[config.mk]
export PLATFORM = sky130hd
export DESIGN_NAME = rnea_div
export DESIGN_NICKNAME = d
export VERILOG_FILES = /design/src/rtl/rnea_pkg.sv /design/src/rtl/rnea_div.sv
export SDC_FILE = /design/constraint.sdc
export NUM_CORES = 1
export LEC_CHECK = 0
export BUFFER_PORTS_ARGS = -buffer_cell sky130_fd_sc_hd__buf_2
export CAP_MARGIN = 30
export CELL_PAD_IN_SITES_DETAIL_PLACEMENT = 0
export CELL_PAD_IN_SITES_GLOBAL_PLACEMENT = 1
export CORE_ASPECT_RATIO = 1.25
export CORE_UTILIZATION = 25
export DETAILED_ROUTE_END_ITERATION = 12
export PLACE_DENSITY_LB_ADDON = 0.1
export SLEW_MARGIN = 20
export SYNTH_ARGS = -nofsm -noshare
export SYNTH_HDL_FRONTEND = slang
export SYNTH_SLANG_ARGS = --single-unit
[constraint.sdc]
create_clock -name clk -period 4.2 [get_ports clk]
set_input_delay 0.42 -clock clk [delete_from_list [all_inputs] [get_ports clk]]
set_output_delay 0.42 -clock clk [all_outputs]
set_load 0.02 [all_outputs]
[src/rtl/rnea_pkg.sv]
// Shared types, constants and fixed-point helpers of the regularizer block.
`default_nettype none
package rnea_pkg;

  localparam int FRAC_BITS = 16;
  localparam int IN_W      = 176;
  localparam int OUT_W     = 144;
  localparam int ADDR_W    = 5;
  localparam int NUM_W     = 48;
  localparam int DEN_W     = 35;
  localparam int QUO_W     = 31;

  localparam logic [2:0] REG_MODE   = 3'd0;
  localparam logic [2:0] REG_WEIGHT = 3'd1;
  localparam logic [2:0] REG_LKNEE  = 3'd2;
  localparam logic [2:0] REG_UKNEE  = 3'd3;
  localparam logic [2:0] REG_GAIN   = 3'd4;
  localparam logic [2:0] REG_EPS    = 3'd5;

  localparam logic [2:0] MODE_PCA   = 3'd0;
  localparam logic [2:0] MODE_L1    = 3'd1;
  localparam logic [2:0] MODE_L2    = 3'd2;
  localparam logic [2:0] MODE_MIXED = 3'd3;
  localparam logic [2:0] MODE_TIKH  = 3'd4;

  localparam logic signed [63:0] S32_MAX = 64'sh0000_0000_7FFF_FFFF;
  localparam logic signed [63:0] S32_MIN = -64'sh0000_0000_8000_0000;

  typedef struct packed {
    logic [2:0]  mode;
    logic [30:0] weight;
    logic [30:0] lower_knee;
    logic [31:0] upper_knee;
    logic [31:0] slope_gain;
    logic [15:0] abs_offset;
  } cfg_t;

  typedef enum logic [4:0] {
    OP_PCA_Q, OP_PCA_K, OP_QK, OP_QT, OP_L1_DIV, OP_L1_E,
    OP_M_LU, OP_M_LUU, OP_M_CU, OP_M_WL, OP_M_ADIV, OP_M_WA,
    OP_M_LX, OP_M_LXX, OP_M_CX, OP_M_WG, OP_M_WE, OP_M_EM, OP_END
  } op_t;

  typedef enum logic [4:0] {
    ST_IDLE  = 5'b00001,
    ST_ISSUE = 5'b00010,
    ST_DIVW  = 5'b00100,
    ST_POST  = 5'b01000,
    ST_ACC   = 5'b10000
  } state_t;

  function automatic logic signed [31:0] sat32(input logic signed [63:0] v);
    logic signed [31:0] r;
    if (v > S32_MAX) r = 32'sh7FFF_FFFF;
    else if (v < S32_MIN) r = 32'sh8000_0000;
    else r = v[31:0];
    return r;
  endfunction

  function automatic logic signed [63:0] fshr(input logic signed [63:0] v);
    return v >>> FRAC_BITS;
  endfunction

  function automatic logic signed [63:0] ext64(input logic signed [31:0] v);
    return {{32{v[31]}}, v};
  endfunction

  function automatic logic signed [63:0] sadd64(input logic signed [63:0] a,
                                                input logic signed [63:0] b);
    logic signed [63:0] s;
    logic signed [63:0] r;
    s = a + b;
    if (a[63] == b[63] && s[63] != a[63])
      r = a[63] ? {1'b1, 63'b0} : {1'b0, {63{1'b1}}};
    else
      r = s;
    return r;
  endfunction

endpackage
`default_nettype wire

[src/rtl/rnea_div.sv]
// Radix-2 restoring divider with saturation of the quotient to 31 bits.
`default_nettype none
module rnea_div import rnea_pkg::*; (
  input  wire logic             clk,
  input  wire logic             rst_n,
  input  wire logic             start_i,
  input  wire logic [NUM_W-1:0] num_i,
  input  wire logic [DEN_W-1:0] den_i,
  output logic                  done_o,
  output logic      [QUO_W-1:0] quo_o
);

  logic             busy_r, done_r;
  logic [4:0]       cnt_r;
  logic [DEN_W-1:0] rem_r, den_r;
  logic [31:0]      num_r, quo_r;
  logic             ovf, ge;
  logic [DEN_W:0]   trial, diff;

  // quotient of 2^31 or more (or zero divisor) saturates at once
  assign ovf   = (den_i == '0) || ({18'b0, num_i[NUM_W-1:31]} >= den_i);
  assign trial = {rem_r, num_r[31]};
  assign ge    = trial >= {1'b0, den_r};
  assign diff  = trial - {1'b0, den_r};

  assign done_o = done_r;
  assign quo_o  = quo_r[QUO_W-1:0];

  always_ff @(posedge clk) begin
    if (!rst_n) begin
      busy_r <= 1'b0;
      done_r <= 1'b0;
    end else if (start_i) begin
      busy_r <= !ovf;
      done_r <= ovf;
    end else if (busy_r && cnt_r == 5'd0) begin
      busy_r <= 1'b0;
      done_r <= 1'b1;
    end
  end

  always_ff @(posedge clk) begin
    if (start_i) begin
      den_r <= den_i;
      rem_r <= {19'b0, num_i[NUM_W-1:32]};
      num_r <= num_i[31:0];
      cnt_r <= 5'd31;
      quo_r <= ovf ? 32'h7FFF_FFFF : 32'b0;
    end else if (busy_r) begin
      rem_r <= ge ? diff[DEN_W-1:0] : trial[DEN_W-1:0];
      quo_r <= {quo_r[30:0], ge};
      num_r <= {num_r[30:0], 1'b0};
      cnt_r <= cnt_r - 5'd1;
    end
  end

endmodule
`default_nettype wire

==> results.cfg <==
[sta]
max_freq_mhz = 287.2
finalCriticalPeriod_ps = 3482
setup_ws_ps = 717.9
relSlewSlack_pct = 37.99
fin_skew_ps = 10.58
tightestPinTransition_ps = 921.7
hold_viol_final = 0
period_share_pct = 82.91
rsz0062_at_grt = no
setup_violations = 0
fin_tns_setup_ps = 0
drv_slew = 0

[power]
p_total_mw = 4.122
powerDensity_mw_per_mm2 = 411.2
vdd_drop_max_v = 0.0002010
p_leak_nw = 4.109

[worst_setup_path]
critPathCapture = rem_r[8]$_DFFE_PP_
crit_path_start = den_r[27]$_DFFE_PP_
critPathMaxStageDelay_ps = 510
cp_max_fo = 22
path_buf_inv = 2
r2r_cells = 11
crit_slowest_cell = nor4_4
worstReg2RegStart = den_r[27]$_DFFE_PP_
path_cells = inv_1 > ha_1 > a21oi_1 > o21ai_0 > a311oi_1 > o211ai_1 > nor4_4 > or2_1 > buf_4 > o31ai_1 > mux2_2
cp-end-kind = flip-flop
path_class = flip-flop to flip-flop
start_kind = flip-flop
path_delay_family = compound AO/OA/AOI/OAI gates
reg2reg_to = rem_r[8]$_DFFE_PP_
worst_ep_required_time_ps = 4380
regToRegSetupSlack_ps = 720
worstPathArrival_ps = 3660
cp.depth = 11

[final_layout]
multi_input_area_mm2 = 0.004013
regArea_mm2 = 0.003944
area_delta_synth_final_pct = 19.39
post_route_cells_drive_above_1_share_pct = 21.91
nNetsFinal = 1113
fin_area_mm2 = 0.01002
n_antenna_cell = 0
n_fill_cell = 3430

[placement]
place_congestion = 0.7831
hpwl_um = 19440
placed_area_mm2 = 0.009473
io_buffer_count = 117
pre_cts_ws_ps = 683.0

[job]
drv_cap = 0

[routing]
drt_wl_total_um = 26530
ant_nets = 0
wl_met1_um = 11960
drt-pass1-iter-count = 10
drtIter0Drc = 281
met2_wirelength_um = 13320
vias_per_cell = 4.937
dr_wl_met3_um = 922
wl_per_cell_um = 18.90
vias = 6931
remaining_drc_errors = 2
routed.top_layer = met4

[clocking]
htreeDepth = 4
cts_setup_buffers = 0
cts_tree = yes
root_buffer = clkbuf_16
cts_made_buffers = 17
cts_buffer_depth = 2
holdBufCountCts = 0
clkTransAtPathRegs_ps = 70
clk_latency_ps = 430
cts_num_sinks = 140
cts_resized = 0

[logic_synthesis]
synth_top_area_share_pct = 40.77
synth_common_cells = edfxtp_1 (114), nor2_1 (87), inv_1 (77), nand2_1 (65), a21oi_1 (56)
synth_cell_types = 69
yosys_warnings = 0
synth_area_leaders = edfxtp_1 (41%), ha_1 (7.9%), dfxtp_1 (6.2%), mux2_2 (4.6%), nor2_1 (3.9%)
syn-num-nets = 1001
synth_edf_count = 114
synth_top_area_cell = edfxtp_1
ys_async_sr_fraction_pct = 0
synth_most_common_cell = edfxtp_1
syn_inst = 861
synth.ff_latch_count = 140
syn-cell-area_mm2 = 0.008396
avgSynthCellArea_um2 = 9.751
synth_flop_cell = edfxtp_1
ys_seq_area_share_pct = 46.97

[global_route]
grt_max_degree = 55
grt_pass1_wl_um = 41540
grt_overflow = 0
antenna_found_initial = 0
grt_pass1_vias = 7152
grt_usage_pct = 15.87

[hold_path]
hold_path.class = input pin to flip-flop

[floorplan]
die_area_mm2 = 0.03432
die_w_um = 165.9
rows = 74
initial_utilization_pct = 25.54
coreArea_mm2 = 0.03287
die_y_um = 206.9
io_pins = 118

[outcome]
violations = DRC
status = finished, violations left
## cell usage in the layout, fill, tap and decap left out, types with 17 or more instances in the layout
cell type	instances
nand4_1	17
edfxtp_1	114
clkbuf_16	17
a21oi_1	56
nor2_1	86
nor3_1	43
dfxtp_1	26
buf_2	116
inv_1	77
mux2_2	34
a31oi_1	17
o21ai_0	33
nand3_1	24
nand2_1	64
ha_1	53
## metal layers
metal	global-route usage [%]	up-vias
li1	-	3429
met1	19.39	3354
met2	28.27	128
met3	3.089	20
met4	4.740	0
met5	0	-
## state kept, by name, summed over array words and instances, names as in the netlist
signal	count
busy_r	1
den_r	35
quo_r	31
cnt_r	5
rem_r	35
done_o	1
num_r	32
## stage by stage
step	utilization (%)	hold slack, ps	std cells
final	30.49	179.3	1404
after global placement	28.82	474.8	1372
after detailed placement	28.82	480.6	1372
after floorplan	-	458.0	861
after CTS	30.49	156.5	1404
after global routing	30.49	160.4	1404
## how the worst min path moves through the flow
| stage | from | end | slack [ps] | cells after the start |
|---|---|---|---|---|
| after floorplan | cnt_r[3]$_SDFFE_PP1P_ | cnt_r[3]$_SDFFE_PP1P_ | 460 | 2 |
| after detailed placement | cnt_r[3]$_SDFFE_PP1P_ | cnt_r[3]$_SDFFE_PP1P_ | 480 | 2 |
| after global placement | cnt_r[3]$_SDFFE_PP1P_ | cnt_r[3]$_SDFFE_PP1P_ | 470 | 2 |
| after global routing | den_i[18] | den_r[18]$_DFFE_PP_ | 160 | 1 |
| after CTS | den_i[24] | den_r[24]$_DFFE_PP_ | 160 | 1 |
| final | den_i[18] | den_r[18]$_DFFE_PP_ | 180 | 1 |
## power by group
| group | total [mW] | internal [mW] | switching (mW) |
|---|---|---|---|
| combinational | 0.945 | 0.351 | 0.594 |
| sequential | 1.70 | 1.65 | 0.0557 |
| clock | 1.47 | 0.776 | 0.697 |
| total | 4.12 | 2.78 | 1.35 |
## final cells by class
class / instances / area share, %
sequential: 140 / 39.35
inverter: 78 / 2.921
multi-input combinational: 604 / 40.03
clock buffer: 17 / 4.244
timing repair buffer: 132 / 6.990
tap: 418 / 5.218
clock inverter: 15 / 1.248
## cell families after synthesis
logic type      Yosys count  share of synthesized area [%]
flops                   140                          46.97
fa+ha+maj                54                          8.137
simple gates            300                          17.42
compound gates          205                          16.36
xor+xnor                 11                          1.148
mux                      34                          4.560
buf+inv                 117                          5.395
Power figures use the tool's default switching activity.
