[config.mk]
export PLATFORM = sky130hd
export DESIGN_NAME = rnea_cfg
export DESIGN_NICKNAME = d
export VERILOG_FILES = /design/src/rtl/rnea_pkg.sv /design/src/rtl/rnea_cfg.sv
export SDC_FILE = /design/constraint.sdc
export NUM_CORES = 1
export LEC_CHECK = 0
export BUFFER_PORTS_ARGS = -buffer_cell sky130_fd_sc_hd__buf_2
export CAP_MARGIN = 20
export CORE_MARGIN = 2
export CORE_UTILIZATION = 46
export DETAILED_ROUTE_END_ITERATION = 6
export GPL_TIMING_DRIVEN = 0
export PLACE_DENSITY = 0.77
export SYNTH_ARGS = -nofsm -noshare
export SYNTH_HDL_FRONTEND = slang
export SYNTH_SLANG_ARGS = --single-unit
export TNS_END_PERCENT = 1
[constraint.sdc]
create_clock -name clk -period 1.1 [get_ports clk]
set_input_delay 0.055 -clock clk [delete_from_list [all_inputs] [get_ports clk]]
set_output_delay 0.055 -clock clk [all_outputs]
set_load 0.05 [all_outputs]
[src/rtl/rnea_pkg.sv]
// Shared types, constants and fixed-point helpers of the regularizer block.
`default_nettype none
package rnea_pkg;

  localparam int FRAC_BITS = 16;
  localparam int IN_W      = 176;
  localparam int OUT_W     = 144;
  localparam int ADDR_W    = 5;
  localparam int NUM_W     = 48;
  localparam int DEN_W     = 35;
  localparam int QUO_W     = 31;

  localparam logic [2:0] REG_MODE   = 3'd0;
  localparam logic [2:0] REG_WEIGHT = 3'd1;
  localparam logic [2:0] REG_LKNEE  = 3'd2;
  localparam logic [2:0] REG_UKNEE  = 3'd3;
  localparam logic [2:0] REG_GAIN   = 3'd4;
  localparam logic [2:0] REG_EPS    = 3'd5;

  localparam logic [2:0] MODE_PCA   = 3'd0;
  localparam logic [2:0] MODE_L1    = 3'd1;
  localparam logic [2:0] MODE_L2    = 3'd2;
  localparam logic [2:0] MODE_MIXED = 3'd3;
  localparam logic [2:0] MODE_TIKH  = 3'd4;

  localparam logic signed [63:0] S32_MAX = 64'sh0000_0000_7FFF_FFFF;
  localparam logic signed [63:0] S32_MIN = -64'sh0000_0000_8000_0000;

  typedef struct packed {
    logic [2:0]  mode;
    logic [30:0] weight;
    logic [30:0] lower_knee;
    logic [31:0] upper_knee;
    logic [31:0] slope_gain;
    logic [15:0] abs_offset;
  } cfg_t;

  typedef enum logic [4:0] {
    OP_PCA_Q, OP_PCA_K, OP_QK, OP_QT, OP_L1_DIV, OP_L1_E,
    OP_M_LU, OP_M_LUU, OP_M_CU, OP_M_WL, OP_M_ADIV, OP_M_WA,
    OP_M_LX, OP_M_LXX, OP_M_CX, OP_M_WG, OP_M_WE, OP_M_EM, OP_END
  } op_t;

  typedef enum logic [4:0] {
    ST_IDLE  = 5'b00001,
    ST_ISSUE = 5'b00010,
    ST_DIVW  = 5'b00100,
    ST_POST  = 5'b01000,
    ST_ACC   = 5'b10000
  } state_t;

  function automatic logic signed [31:0] sat32(input logic signed [63:0] v);
    logic signed [31:0] r;
    if (v > S32_MAX) r = 32'sh7FFF_FFFF;
    else if (v < S32_MIN) r = 32'sh8000_0000;
    else r = v[31:0];
    return r;
  endfunction

  function automatic logic signed [63:0] fshr(input logic signed [63:0] v);
    return v >>> FRAC_BITS;
  endfunction

  function automatic logic signed [63:0] ext64(input logic signed [31:0] v);
    return {{32{v[31]}}, v};
  endfunction

  function automatic logic signed [63:0] sadd64(input logic signed [63:0] a,
                                                input logic signed [63:0] b);
    logic signed [63:0] s;
    logic signed [63:0] r;
    s = a + b;
    if (a[63] == b[63] && s[63] != a[63])
      r = a[63] ? {1'b1, 63'b0} : {1'b0, {63{1'b1}}};
    else
      r = s;
    return r;
  endfunction

endpackage
`default_nettype wire

[src/rtl/rnea_cfg.sv]
// APB register file holding the penalty configuration.
`default_nettype none
module rnea_cfg import rnea_pkg::*; (
  input  wire logic              clk,
  input  wire logic              rst_n,
  input  wire logic              cfg_psel,
  input  wire logic              cfg_penable,
  input  wire logic              cfg_pwrite,
  input  wire logic [ADDR_W-1:0] cfg_paddr,
  input  wire logic [31:0]       cfg_pwdata,
  output logic      [31:0]       cfg_prdata,
  output logic                   cfg_pready,
  output cfg_t                   cfg_o
);

  cfg_t        cfg_r;
  logic [2:0]  idx;

  assign idx        = cfg_paddr[4:2];
  assign cfg_pready = 1'b1;
  assign cfg_o      = cfg_r;

  always_ff @(posedge clk) begin
    if (!rst_n) begin
      cfg_r.mode       <= MODE_L2;
      cfg_r.weight     <= 31'd65536;
      cfg_r.lower_knee <= 31'd65536;
      cfg_r.upper_knee <= 32'd131072;
      cfg_r.slope_gain <= 32'd65536;
      cfg_r.abs_offset <= 16'd1;
    end else if (cfg_psel && cfg_penable && cfg_pwrite) begin
      unique case (idx)
        REG_MODE:   cfg_r.mode       <= cfg_pwdata[2:0];
        REG_WEIGHT: cfg_r.weight     <= cfg_pwdata[30:0];
        REG_LKNEE:  cfg_r.lower_knee <= cfg_pwdata[30:0];
        REG_UKNEE:  cfg_r.upper_knee <= cfg_pwdata;
        REG_GAIN:   cfg_r.slope_gain <= cfg_pwdata;
        REG_EPS:    cfg_r.abs_offset <= cfg_pwdata[15:0];
        default: ;
      endcase
    end
  end

  always_comb begin
    unique case (idx)
      REG_MODE:   cfg_prdata = {29'b0, cfg_r.mode};
      REG_WEIGHT: cfg_prdata = {1'b0, cfg_r.weight};
      REG_LKNEE:  cfg_prdata = {1'b0, cfg_r.lower_knee};
      REG_UKNEE:  cfg_prdata = cfg_r.upper_knee;
      REG_GAIN:   cfg_prdata = cfg_r.slope_gain;
      REG_EPS:    cfg_prdata = {16'b0, cfg_r.abs_offset};
      default:    cfg_prdata = 32'b0;
    endcase
  end

endmodule
`default_nettype wire

==> results of run 1 <==
final cells by class:
class | count | area, sq um
plain buffers | 54 | 373
clock buffers | 26 | 490
clock inverters | 5 | 28.8
fillers | 1008 | 4050
inverters | 4 | 15.0
multi-input cells | 471 | 3580
flip-flops and latches | 145 | 2970
well taps | 180 | 225
repair buffers | 250 | 2100
power by group:
group | internal [mW] | switching (mW)
clock | 3.05 | 2.15
sequential | 5.29 | 0.0389
combinational | 0.422 | 0.826
cells in the final DEF (no fill, tap or decap), types with 3 or more instances in the layout:
master,instances
clkbuf_2,10
dfxtp_2,45
clkbuf_16,18
inv_1,3
o21ai_4,15
nor2_1,3
a21o_1,11
clkbuf_4,27
nor2_4,3
dfxtp_1,98
buf_2,45
dlygate4sd3_1,29
o21ai_0,6
buf_6,67
clkinv_2,4
mux2i_1,167
mux2_2,18
buf_8,3
o311ai_0,4
clkbuf_1,19
buf_4,109
a22oi_2,16
o22ai_1,11
nand2b_1,4
nand2_1,190
metrics by stage:
stage / utilization [%] / setup slack, ns
finish: 70.7 / -0.520
CTS: 68.9 / -0.518
global placement: 58.0 / -0.927
global route: 70.7 / -0.559
floorplan: - / -0.281
detailed placement: 58.1 / -0.932
routing by layer:
layer  wire length (um)  share of wire, %
met1               9870                41
met2              11700                49
met3               1940               8.0
met4                628               2.6
met5                  0                 0
critical path, stage by stage, from the launching register on:
cell	delay, ns
dfxtp_2	0.32
mux4_2	0.47
inv_2	0.09
o22ai_4	0.07
buf_8	0.19
repair_timing:
item                                   4_1_cts  5_1_grt
setup endpoints to repair                  179      178
hold buffers                                29        0
buffers inserted                             4        1
endpoints found under the hold margin       85        0
resized for setup                          241       90
pin swaps                                   10        3
kinds of logic (layout without fill, tap and decap cells):
logic type / count (synthesis) / count (layout) / share of synthesized area (%)
simple gates: 211 / 211 / 13.3
mux: 186 / 186 / 29.2
flops: 145 / 145 / 44.8
compound gates: 73 / 73 / 7.51
buf+inv: 58 / 339 / 5.09
other cells: 1 / 1 / 0.0578
worst paths after layout:
check	cells past startpoint	end	from	slack, ns
max	4	cfg_prdata[1]	cfg_o[49]	-0.52
min	3	cfg_o[3]	cfg_pwdata[3]	0.01
max reg2reg	4	cfg_o[49]	cfg_o[49]	0.30
min reg2reg	2	cfg_o[54]	cfg_o[54]	0.47
==> metrics.md, run 1 <==
| Metric | Value |
|---|---|
| Area Growth Syn to Fin | `50.8%` |
| Total power | `about 12 mW` |
| Final Cycle Share | `147%` |
| Largest net degree at the start of global routing | `17` |
| CTS Buf Count | `17` |
| Die span in y | `123 um` |
| First-pass GRT wire length | `35.1 mm` |
| Fin cells | `1,135` |
| Worst Skew | `0 ns` |
| Fin Hold WS | `0.0140 ns` |
| DRC | `0` |
| CTS tree | `yes` |
| Vias in the first global route | `6,229` |
| DR vias/cell | `5.50` |
| Die X-Extent | `123 um` |
| Core Box Area | `13,800 sq um` |
| Netlist cell types | `34` |
| FFs w/ async S/R, synth | `0%` |
| Yosys top cell area share | `roughly 45%` |
| CP Data Arrival Time | `1.56 ns` |
| Rel. slew slack | `53.8%` |
| PnR worst setup slack | `-0.520 ns` |
| Routability cong. | `between 0.8 and 0.9` |
| Max Fclk | `0.617 GHz` |
| Via count | `6,243` |
| RSZ-0062 raised after global routing | `yes` |
| P per Cell Area | `around 1200 nW/um^2` |
| Clk root buf | `clkbuf_16` |
| Register area share after synthesis | `44.8%` |
| Post-detailed-routing wire length | `around 24 mm` |
| Gr ovfl total | `0` |
| Detailed placement HPWL | `15.8 mm` |
| Top post-synthesis cells by count | `nand2_1 (190), mux2i_1 (167), dfxtp_1 (145)` |
| Required @ worst endpoint | `1.04 ns` |
| Yosys warning total | `0` |
| Met1 Use GR | `37.2%` |
| Top-count cell post-synth | `nand2_1` |
| ANT nets after route | `0` |
| Die footprint | `15,100 sq um` |
| #FFs+latches synth | `145` |
| H-Tree Depth | `4` |
| Avg Inst Size Synth | `9.62 sq um` |
| Layout cell share with drive strength beyond 1 | `41.7%` |
| WL/cell | `roughly 21 um` |
| Post-route cell area | `9780 sq um` |
| Initial antenna violation count | `0` |
| Failing checks | `negative setup slack` |
| Starting Density | `between 40% and 50%` |
| Placed Area | `8030 sq um` |
| Max FO, Critical Path | `2` |
| # IOs | `220` |
| GRT Overall Usage | `a little under a third` |
| Met3 Track Usage GR | `8.64%` |
| Final net count | `985` |
| Antenna cells | `0` |
| Max Root-Sink Buffers | `2` |
| Cells after DPL | `1,070` |
| Post-synth EDFFs | `0` |
| Pre-Repair DR Iteration Count | `5` |
| Total nets after synthesis | `716` |
| Final Max Tran Viols | `0` |
| Post-synthesis cell count | `674` |
| Synthesized cell area | `6480 sq um` |
| Class of the worst hold path | `input pin to register` |
| CP startpoint kind | `register` |
| Max-cap violations | `0` |
| Status | `finished with violations` |
| Final setup fails | `33` |
| Final Hold Fails | `0` |
| Met2 usage | `a little over half` |
| # rows | `43` |
| Final Critical Period | `around 1.6 ns` |
| P_leak | `4.26 nW` |
| Setup TNS | `-12.28 ns` |
| Leading post-synthesis cells by cell area | `dfxtp_1 (45%), mux2i_1 (26%), nand2_1 (11%)` |
| Port Buf Inserts | `~220` |
| Gr busiest metal | `met2` |
| Main synth FF type | `dfxtp_1` |
| Yosys top cell by area | `dfxtp_1` |
| TritonCTS sink count | `145` |
| Clk slew on worst S/H paths | `0.06 ns` |
| Tightest Pin Transition | `0.693 ns` |
| Maximum vdd drop | `between 1 and 1.5 mV` |
| Crit. End Element | `output pin` |
| Drt initial violations | `512` |
| Setup CP Type | `register to output pin` |
| Worst-Skew Late Latency | `0.43 ns` |
| Max FFs per register | `145` |
No activity file was read; power rests on OpenSTA's default activity.
==> run 2, diff against run 1 <==
--- a/config.mk
+++ b/config.mk
@@ -8,10 +8,10 @@
 export BUFFER_PORTS_ARGS = -buffer_cell sky130_fd_sc_hd__buf_2
 export CAP_MARGIN = 20
 export CORE_MARGIN = 2
-export CORE_UTILIZATION = 46
+export CORE_UTILIZATION = 50
 export DETAILED_ROUTE_END_ITERATION = 6
 export GPL_TIMING_DRIVEN = 0
-export PLACE_DENSITY = 0.77
+export PLACE_DENSITY = 0.8
 export SYNTH_ARGS = -nofsm -noshare
 export SYNTH_HDL_FRONTEND = slang
 export SYNTH_SLANG_ARGS = --single-unit
==> constraint.sdc (replaced) <==
create_clock -name clk -period 1.7 [get_ports clk]
set_input_delay 0.085 -clock clk [delete_from_list [all_inputs] [get_ports clk]]
set_output_delay 0.085 -clock clk [all_outputs]
set_load 0.05 [all_outputs]
==> run 2 against run 1 <==
  * The run now ends clean
  * Hold slack lost 0.0044 ns
  * Die area shrank 7.7%
  * Cell area is 13% lower
  * Non-clock buffer count shrank 27
  * Core utilization is 3.6 points lower
  * Register-to-register slack better by 0.64 ns
  * Final cell count decreased by 3.1%
  * Clock-buffer cell count shrank 5
  * Critical path depth unchanged
  * Total power fell by 34%
  * Via count is 2.3% lower
  * First-iteration DRC count grew 4.1%
==> metrics.md, run 2 (synthesis gave the netlist of run 1 again) <==
| Metric | Value |
|---|---|
| # rows | `41 (was 43)` |
| RSZ-0062 raised after global routing | `yes (unchanged)` |
| Core Box Area | `12,600 sq um (was 13,800 sq um)` |
| R2R Path End | `cfg_o[96] (was cfg_o[49])` |
| Rel. slew slack | `46.0% (was 53.8%)` |
| Setup TNS | `0 ns (was -12.28 ns)` |
| Largest net degree at the start of global routing | `17 (unchanged)` |
| CP startpoint kind | `register (unchanged)` |
| Worst R2R Start | `cfg_o[96] (was cfg_o[49])` |
| P_leak | `4.01 nW (was 4.26 nW)` |
| DR vias/cell | `5.54 (was 5.50)` |
| Die footprint | `13,900 sq um (was 15,100 sq um)` |
| PnR worst setup slack | `0.0129 ns (was -0.520 ns)` |
| Detailed placement HPWL | `15.3 mm (was 15.8 mm)` |
| Final Critical Period | `1.69 ns` |
| ANT nets after route | `0 (unchanged)` |
| Gr ovfl total | `0 (unchanged)` |
| Placed Area | `7780 sq um (was 8030 sq um)` |
| Clk slew on worst S/H paths | `0.06 ns (about the same)` |
| Max FFs per register | `145 (unchanged)` |
| Worst-Skew Late Latency | `0.42 ns (was 0.43 ns)` |
| Critical Path Source | `cfg_o[112] (was cfg_o[49])` |
| Cell Int Power | `5.83 mW (was 8.76 mW)` |
| Final Cycle Share | `approximately 99%` |
| Post-route cell area | `8470 sq um (was 9780 sq um)` |
| NetSw | `1.93 mW (was 3.02 mW)` |
| Die span in y | `118 um (was 123 um)` |
| Setup CP Type | `register to output pin (unchanged)` |
| Sw Ratio | `24.9% (was 25.6%)` |
| Class of the worst hold path | `input pin to register (unchanged)` |
| Crit. End Element | `output pin (unchanged)` |
| Required @ worst endpoint | `1.62 ns (was 1.04 ns)` |
| CTS tree | `yes (unchanged)` |
| Fin Hold WS | `0.00960 ns (was 0.0140 ns)` |
| CP Data Arrival Time | `1.60 ns (was 1.56 ns)` |
| # IOs | `220 (unchanged)` |
| Post-detailed-routing wire length | `22.3 mm (was 24.2 mm)` |
| Area Growth Syn to Fin | `30.6% (was 50.8%)` |
| Vias in the first global route | `5,987 (was 6,229)` |
| Maximum vdd drop | `0.559 mV (was 1.00 mV)` |
| Pre-Repair DR Iteration Count | `5 (unchanged)` |
| Seq pwr share | `44.4% (was 45.2%)` |
| GRT Overall Usage | `31.8% (was 31.6%)` |
| Die X-Extent | `118 um (was 123 um)` |
| DRC | `0 (unchanged)` |
| Initial antenna violation count | `0 (unchanged)` |
| Max-cap violations | `0 (unchanged)` |
| R2R depth | `2 (was 4)` |
| Commonest non-fill, non-tap cell in the layout | `buf_2 (was nand2_1)` |
| Starting Density | `51.4% (was 46.9%)` |
| Routability cong. | `0.854 (was 0.814)` |
| Max Root-Sink Buffers | `2 (unchanged)` |
| Fin util | `67.1% (was 70.7%)` |
| Tightest Pin Transition | `0.809 ns (was 0.693 ns)` |
| CP Capture Point | `cfg_prdata[1] (unchanged)` |
| Final Max Tran Viols | `0 (unchanged)` |
| Final net count | `958 (was 985)` |
| Max Fclk | `around 0.59 GHz` |
| Pre-CTS WS | `-0.363 ns (was -0.932 ns)` |
| Status | `completed (was finished with violations)` |
| Port Buf Inserts | `215 (unchanged)` |
| P per Cell Area | `917 nW/um^2 (was 1200 nW/um^2)` |
| Final Hold Fails | `0 (unchanged)` |
| WL/cell | `20.3 um (was 21.3 um)` |
| Clk root buf | `clkbuf_16 (unchanged)` |
| Layout cell share with drive strength beyond 1 | `32.9% (was 41.7%)` |
| Comb pwr share | `8.7% (was 10.6%)` |
| Final setup fails | `0 (was 33)` |
| Reg2reg setup slack | `0.94 ns (was 0.30 ns)` |
| Antenna cells | `0 (unchanged)` |
| Most frequent cells in the layout | `buf_2 (217), nand2_1 (190), mux2i_1 (167), dfxtp_1 (143), clkbuf_1 (21) (was nand2_1 (190), mux2i_1 (167), buf_4 (109), dfxtp_1 (98), buf_6 (67))` |
| H-Tree Depth | `4 (unchanged)` |
| First-pass GRT wire length | `34.1 mm (was 35.1 mm)` |
| TritonCTS sink count | `145 (unchanged)` |
| Max FO, Critical Path | `3 (was 2)` |
| Via count | `6,097 (was 6,243)` |
| Worst Skew | `0 ns (unchanged)` |
| CTS Buf Count | `17 (unchanged)` |
| Clock power frac | `46.9% (was 44.2%)` |
| Drt initial violations | `533 (was 512)` |
run 2: changes by cell type in the layout (fill, tap and decap cells not counted), moves of 15 or more:
cell,delta
buf_2,+172
buf_4,-91
buf_6,-58
dfxtp_1,+45
dfxtp_2,-43
clkbuf_4,-24
dlygate4sd3_1,-22
a22oi_1,+16
a22oi_2,-16
o21ai_1,+16
o21ai_4,-15
run 2: metal layers:
metal	global-route usage, %	vias up	routed length, um
li1	-	2814	-
met1	38.6	2919	9070
met2	52.7	319	10700
met3	9.50	45	2070
met4	13.3	0	508
met5	0	-	0
run 2: power groups by stage:
stage / registers (mW) / logic (mW) / clock network (mW)
2_1_floorplan: 3.61 / 0.319 / 0
3_3_place_gp: 3.52 / 0.633 / 0
3_5_place_dp: 3.52 / 0.638 / 0
4_1_cts: 3.45 / 0.663 / 3.66
5_1_grt: 3.45 / 0.704 / 3.80
6_report: 3.45 / 0.676 / 3.64
run 2: what timing repair did:
action / in CTS / in global routing
setup buffers: 1 / 0
pin swaps: 1 / 0
setup endpoints to repair: 19 / 24
endpoints found under the hold margin: 14 / 0
gates resized for setup: 10 / 10
hold buffers: 7 / 0
run 2: worst max-delay path, cell delays in order, from the launching register on:
cell and delay (ns):
dfxtp_2 0.34, mux4_2 0.45, inv_1 0.07, o22ai_1 0.08, buf_4 0.24
run 2: area by class of cell:
type / count / area [sq um]
repair buffers: 223 / 1170
well taps: 172 / 215
plain buffers: 54 / 339
inverters: 4 / 15.0
clock inverters: 10 / 111
clock buffers: 21 / 460
multi-input cells: 471 / 3260
fillers: 1076 / 4150
flip-flops and latches: 145 / 2910
run 2: how the worst min path moves through the flow:
stage / from / endpoint / slack, ns / depth (start not counted)
2_1_floorplan: cfg_pwdata[16] / cfg_o[64] / 0.23 / 2
3_3_place_gp: cfg_pwdata[16] / cfg_o[64] / 0.35 / 3
3_5_place_dp: cfg_pwdata[16] / cfg_o[64] / 0.36 / 3
4_1_cts: cfg_pwdata[26] / cfg_o[74] / 0.003 / 3
5_1_grt: cfg_pwdata[0] / cfg_o[0] / 0.01 / 3
6_report: cfg_pwdata[28] / cfg_o[44] / 0.01 / 3
run 2: per-stage QoR:
step / instances / total power [mW]
2_1_floorplan: 674 / 3.93
3_3_place_gp: 1061 / 4.15
3_5_place_dp: 1061 / 4.16
4_1_cts: 1100 / 7.77
5_1_grt: 1100 / 7.95
6_report: 1100 / 7.76
